[src/ccd_pkg.sv]
// Shared types, constants and register codes of the circular cosine height brush.
`timescale 1ns / 1ps
package ccd_pkg;

  // Fixed-point constants, Q2.30
  localparam logic [31:0] Q30One    = 32'h4000_0000;
  localparam logic [31:0] AngK      = 32'd3371549327;  // 3.14 truncated to Q2.30
  localparam logic [31:0] HalfPiQ30 = 32'd1686629713;
  localparam logic [31:0] PiQ30     = 32'd3373259426;

  // Taylor series divisors of the cosine and their reciprocals, floor(2^32 / k)
  localparam int PolySteps = 5;
  localparam logic [6:0] PolyDiv [PolySteps] = '{7'd90, 7'd56, 7'd30, 7'd12, 7'd2};
  localparam logic [31:0] PolyRecip [PolySteps] = '{
    32'((64'd1 << 32) / 64'd90),
    32'((64'd1 << 32) / 64'd56),
    32'((64'd1 << 32) / 64'd30),
    32'((64'd1 << 32) / 64'd12),
    32'((64'd1 << 32) / 64'd2)
  };

  // Configuration register indexes
  typedef enum logic [2:0] {
    RegCenterX     = 3'd0,
    RegCenterZ     = 3'd1,
    RegRadius      = 3'd2,
    RegDisplace    = 3'd3,
    RegAdditive    = 3'd4,
    RegHeightScale = 3'd5,
    RegMaxHeight   = 3'd6
  } reg_idx_e;

  // Configuration as seen by the datapath
  typedef struct packed {
    logic signed [31:0] center_x;
    logic signed [31:0] center_z;
    logic [30:0]        radius;
    logic [31:0]        disp_mag;   // |displacement|
    logic               disp_neg;   // displacement < 0
    logic               additive;
    logic [31:0]        scale;      // height_scale, a zero write stored as 1 LSB
    logic [15:0]        max_height;
  } cfg_t;

  // Per-item sideband carried along the pipeline
  typedef struct packed {
    logic        in_circle;
    logic [15:0] raw;
  } side_t;

endpackage

[src/ccd_height.sv]
// Height stage: base height, bump combine and pipelined divide by the scale.
`timescale 1ns / 1ps
module ccd_height import ccd_pkg::*; (
  input  logic        clk_i,
  input  logic        rst_ni,
  input  logic        en_i,
  input  logic        valid_i,
  input  side_t       side_i,
  input  logic [31:0] bmag_i,
  input  cfg_t        cfg_i,
  output logic        valid_o,
  output side_t       side_o,
  output logic        ovf_o,
  output logic [16:0] quo_o
);

  localparam int QBits = 17;

  typedef struct packed {
    logic [31:0]      rem;
    logic [QBits-1:0] low;
    logic [QBits-1:0] quo;
    logic             ovf;
    side_t            side;
  } hd_t;

  // Base height and bump
  logic [47:0] base_q;
  logic [31:0] bmag_q;
  logic [48:0] total_q;
  side_t       side1_q, side2_q;
  logic        h1_v_q, h2_v_q;

  always_ff @(posedge clk_i or negedge rst_ni) begin
    if (!rst_ni) begin
      h1_v_q <= 1'b0;
      h2_v_q <= 1'b0;
    end else if (en_i) begin
      h1_v_q <= valid_i;
      h2_v_q <= h1_v_q;
    end
  end

  logic [48:0] total_d;
  always_comb begin
    if (cfg_i.additive) begin
      if (cfg_i.disp_neg) begin
        total_d = (base_q <= 48'(bmag_q)) ? 49'd0 : 49'(base_q - 48'(bmag_q));
      end else begin
        total_d = 49'(base_q) + 49'(bmag_q);
      end
    end else begin
      total_d = cfg_i.disp_neg ? 49'd0 : 49'(bmag_q);
    end
  end

  always_ff @(posedge clk_i) begin
    if (en_i) begin
      base_q  <= 48'(side_i.raw) * 48'(cfg_i.scale);
      bmag_q  <= bmag_i;
      side1_q <= side_i;
      total_q <= total_d;
      side2_q <= side1_q;
    end
  end

  // Overflow check and start of the long division
  hd_t  hd_q [QBits+1];
  logic hv_q [QBits+1];
  hd_t  hd0_d;
  always_comb begin
    hd0_d.rem  = total_q[48:17];
    hd0_d.low  = total_q[16:0];
    hd0_d.quo  = '0;
    hd0_d.ovf  = total_q >= {cfg_i.scale, 17'd0};
    hd0_d.side = side2_q;
  end

  always_ff @(posedge clk_i or negedge rst_ni) begin
    if (!rst_ni) hv_q[0] <= 1'b0;
    else if (en_i) hv_q[0] <= h2_v_q;
  end
  always_ff @(posedge clk_i) begin
    if (en_i) hd_q[0] <= hd0_d;
  end

  // One quotient bit per stage
  for (genvar s = 0; s < QBits; s++) begin : g_div
    logic [32:0] r2;
    hd_t hd_d;
    always_comb begin
      r2       = {hd_q[s].rem, hd_q[s].low[QBits-1]};
      hd_d     = hd_q[s];
      hd_d.low = {hd_q[s].low[QBits-2:0], 1'b0};
      if (r2 >= {1'b0, cfg_i.scale}) begin
        hd_d.rem = 32'(r2 - {1'b0, cfg_i.scale});
        hd_d.quo = {hd_q[s].quo[QBits-2:0], 1'b1};
      end else begin
        hd_d.rem = r2[31:0];
        hd_d.quo = {hd_q[s].quo[QBits-2:0], 1'b0};
      end
    end
    always_ff @(posedge clk_i or negedge rst_ni) begin
      if (!rst_ni) hv_q[s+1] <= 1'b0;
      else if (en_i) hv_q[s+1] <= hv_q[s];
    end
    always_ff @(posedge clk_i) begin
      if (en_i) hd_q[s+1] <= hd_d;
    end
  end

  assign valid_o = hv_q[QBits];
  assign side_o  = hd_q[QBits].side;
  assign ovf_o   = hd_q[QBits].ovf;
  assign quo_o   = hd_q[QBits].quo;

endmodule
[config.mk]
export PLATFORM = sky130hd
export DESIGN_NAME = ccd_height
export DESIGN_NICKNAME = d
export VERILOG_FILES = /design/src/ccd_pkg.sv /design/src/ccd_height.sv
export SDC_FILE = /design/constraint.sdc
export NUM_CORES = 2
export LEC_CHECK = 0
export ABC_AREA = 1
export BUFFER_PORTS_ARGS = -buffer_cell sky130_fd_sc_hd__buf_2
export CAP_MARGIN = 20
export CORE_UTILIZATION = 25
export CTS_BUF_LIST = sky130_fd_sc_hd__clkbuf_8
export CTS_CLUSTER_SIZE = 40
export DETAILED_ROUTE_END_ITERATION = 12
export SLEW_MARGIN = 20
export SYNTH_ARGS = -nofsm -noshare
export SYNTH_HDL_FRONTEND = slang
export SYNTH_SLANG_ARGS = --single-unit
[constraint.sdc]
create_clock -name clk_i -period 3.2 [get_ports clk_i]
set_input_delay 0.16 -clock clk_i [delete_from_list [all_inputs] [get_ports clk_i]]
set_output_delay 0.16 -clock clk_i [all_outputs]
set_load 0.02 [all_outputs]
==> out/qor.yml <==
outcome:
  status: "finished, violations left"
  violations: "setup timing"
die:
  fp.coreArea_mm2: 0.4208
  die_h_um: 652.5
  initial_core_util: 0.2514
  die_w_um: 652.5
  row_count: 238
  design.die.area_mm2: 0.4257
  ios: 266
worst_hold_path:
  hold_path.class: "input port to flop"
  hold_start: "cfg_i[16]"
  whs_endpoint: "base_q[0]"
  min_path_cells: 5
sta:
  maxSlewViolCount: 0
  rsz0062_at_grt: "yes"
  fmax_ghz: 0.2288
  period_share: 1.366
  min_period_ns: 4.370
  finalWorstSetupSlack_ns: -1.170
  maxSlewHeadroom: 0.3760
  hold_viol: 0
  finalSetupViolations: 41
  fin_skew_ns: 0.05870
  worst_pin_slew_ns: 0.9329
yosys:
  syn_area_per_cell_um2: 8.198
  syn-num-nets: 14330
  post-synth-top-count-cell: "nand2_1"
  synth_top_area_share: 0.3796
  netlist_top_cells_count: "nand2_1, inv_1, edfxtp_1"
  yosysTopAreaCell: "edfxtp_1"
  synth_warnings: 0
  ys_types: 63
  synth_area_leaders: "edfxtp_1, nand2_1, ha_1"
  seq_area_frac_synth: 0.3843
  syn_area_mm2: 0.1058
  synth_edf_count: 1337
  ys_seq_elements: 1357
  synth_ff_type: "edfxtp_1"
  async_flop_share: 0.01474
  syn_inst: 12900
cts:
  cts_tree: "built"
  numCtsBuffers: 272
  clk_pin_slew_ns: 0.06
  cts-root-buf: "clkbuf_8"
  clockBufferDepth: 4
  cts_sinks: 1357
  h-tree-depth: 5
  clk-insertion-delay-late_ns: 1.06
finish:
  nets: 15910
  area_delta_synth_final_pct: 26.73
  fillers: 44190
  final_util: 0.3186
  drive_gt1_frac: 0.1733
  stdcell_count: 20350
  fin_area_mm2: 0.1340
grt:
  use_met2: 0.2770
  grt_max_degree: 82
  grt_pass1_vias: 92370
  grt_pass1_wl_um: 564900
  antenna_found_initial: 28
  use_met1: 0.2325
  track_usage: 0.1729
  overflow: 0
  grt_busiest_layer: "met2"
  met3_usage: 0.02914
setup_path:
  rr_startpoint: "bmag_q[28]"
  r2r_end: "total_q[9]"
  required_ns: 4.01
  worstPathArrival_ns: 5.18
  worst_setup_path_end_kind: "flop"
  cp_max_fo: 6
  reg2reg_depth: 16
  r2r_setup_slack_ns: 0.09
  start_kind: "input port"
  crit_type: "input port to flop"
placement:
  dp_hpwl_um: 292900
  dp_cells: 19690
  port_buffers: 122
  dp_slack_ns: -2.565
  globalplace.congestion: 0.9924
  dpl_cell_area_mm2: 0.1247
pwr:
  cellPowerDensity_mw_per_mm2: 1283
  peakVddDrop_uv: 2656
  power_mw: 171.9
  leakagePower_nw: 61.99
route:
  vias: 94360
  drc_errors: 0
  ant_nets: 0
  vias_per_cell: 4.637
  wl_per_cell_um: 18.65
  drt_first_pass_iters: 8
  wl_um: 379500
  drt_iter0_markers: 7718
run:
  cap_violations: 0
cells by family (layout without fill, tap and decap cells):
logic type / after synthesis / after routing / synth area share
simple gates: 6191 / 6191 / 0.2417
compound gates: 1572 / 1572 / 0.08510
flops: 1357 / 1357 / 0.3843
buf+inv: 2160 / 3960 / 0.08120
mux: 2 / 2 / 0.0002129
xor+xnor: 424 / 424 / 0.03511
other cells: 0 / 7 / 0
fa+ha+maj: 1196 / 1196 / 0.1724
where the power goes:
part	internal, mW	leakage [nW]	total (mW)	switching (mW)
logic	52.0	45.7	122	70.1
clock network	9.56	2.88	18.0	8.48
registers	27.9	13.4	31.8	3.96
per-stage QoR:
| stage | hold slack, ns | TNS, ns |
|---|---|---|
| after floorplan | -0.1356 | -64.90 |
| after global placement | 0.1322 | -148.40 |
| after detailed placement | 0.1490 | -147.99 |
| after CTS | 0.008943 | -36.46 |
| after global routing | 0.07367 | -43.80 |
| final | 0.1029 | -39.50 |
critical path: stages:
cell and delay [ns]:
buf_12 0.13, buf_12 0.17, nand2_1 0.08, fa_1 0.51, inv_1 0.05, fa_1 0.49, fa_1 0.60, fa_1 0.47
fa_1 0.52, inv_1 0.05, fa_1 0.49, inv_2 0.05, ha_4 0.27, a21o_4 0.23, a21boi_4 0.18, o21bai_2 0.12
a21oi_2 0.19, o21ai_4 0.11, buf_4 0.15, xor2_1 0.13
flip-flops by register name, summed over array words and instances (netlist names):
signal / cells
h2_v_q: 1
valid_o: 1
side1_q: 17
base_q: 48
hv_q: 17
hd0_d: 17
hd_q: 1174
bmag_q: 32
h1_v_q: 1
total_q: 49
metal layers:
| metal | wire (um) | up-vias |
|---|---|---|
| li1 | - | 45640 |
| met1 | 167000 | 44860 |
| met2 | 169200 | 3133 |
| met3 | 27460 | 707 |
| met4 | 15660 | 24 |
| met5 | 158 | - |
worst max-delay path by stage:
| stage | startpoint | to | slack, ns | depth (start not counted) |
|---|---|---|---|---|
| after floorplan | cfg_i[42] | base_q[45] | -1.82 | 24 |
| after global placement | side_i[6] | base_q[45] | -2.58 | 24 |
| after detailed placement | side_i[6] | base_q[37] | -2.57 | 24 |
| after CTS | side_i[5] | base_q[43] | -1.05 | 23 |
| after global routing | side_i[13] | base_q[47] | -1.31 | 22 |
| final | side_i[11] | base_q[31] | -1.17 | 20 |
layout by cell type (no fill, tap or decap), types with 33 or more instances in the layout:
master         synthesis  routed
nor2_1              1032     970
buf_2                 81      79
o21a_1                34      33
o211ai_1              50      50
ha_4                   0      41
o21ai_0              373     344
xor2_1               321     313
a21o_1                89      88
buf_12                 1     157
inv_1               1852    1775
nor2_4                 2      36
buf_4                 25    1175
clkbuf_8               0     277
nand2_4               11      54
fa_2                   0      50
o21ai_1               64      80
xnor2_1              103     101
nand3_1              962     953
a21oi_2               26      52
clkinv_1               4      67
a21boi_0              43      38
nand2_2               28     115
a21oi_1              703     661
inv_2                  4     138
nand4_1              113     113
nand2_1             3783    3653
buf_6                 35      66
edfxtp_1            1337    1337
nor3_1               142     141
nor2_2                 9      37
o21bai_1              86      83
dlygate4sd3_1          0      92
fa_1                 436     386
ha_1                 760     710
a31oi_1               54      49
timing repair:
action,CTS,global route
endpoints found under the hold margin,652,0
endpoints found under the setup margin,41,67
cloned,22,8
resized for setup,303,303
setup buffers,24,24
pin swaps,110,145
hold buffers,92,0
area by class of cell:
class | instances | area [um2] | area share
antenna | 7 | 17.52 | 0.0001307
clock buffer | 277 | 3812 | 0.02844
clock inverter | 211 | 1510 | 0.01127
inverter | 1861 | 7000 | 0.05222
multi-input combinational | 9385 | 58910 | 0.4395
sequential | 1357 | 40650 | 0.3032
tap | 5640 | 7057 | 0.05264
timing repair buffer | 1611 | 15090 | 0.1126
Note: power is estimated with default switching activity, not from simulation.
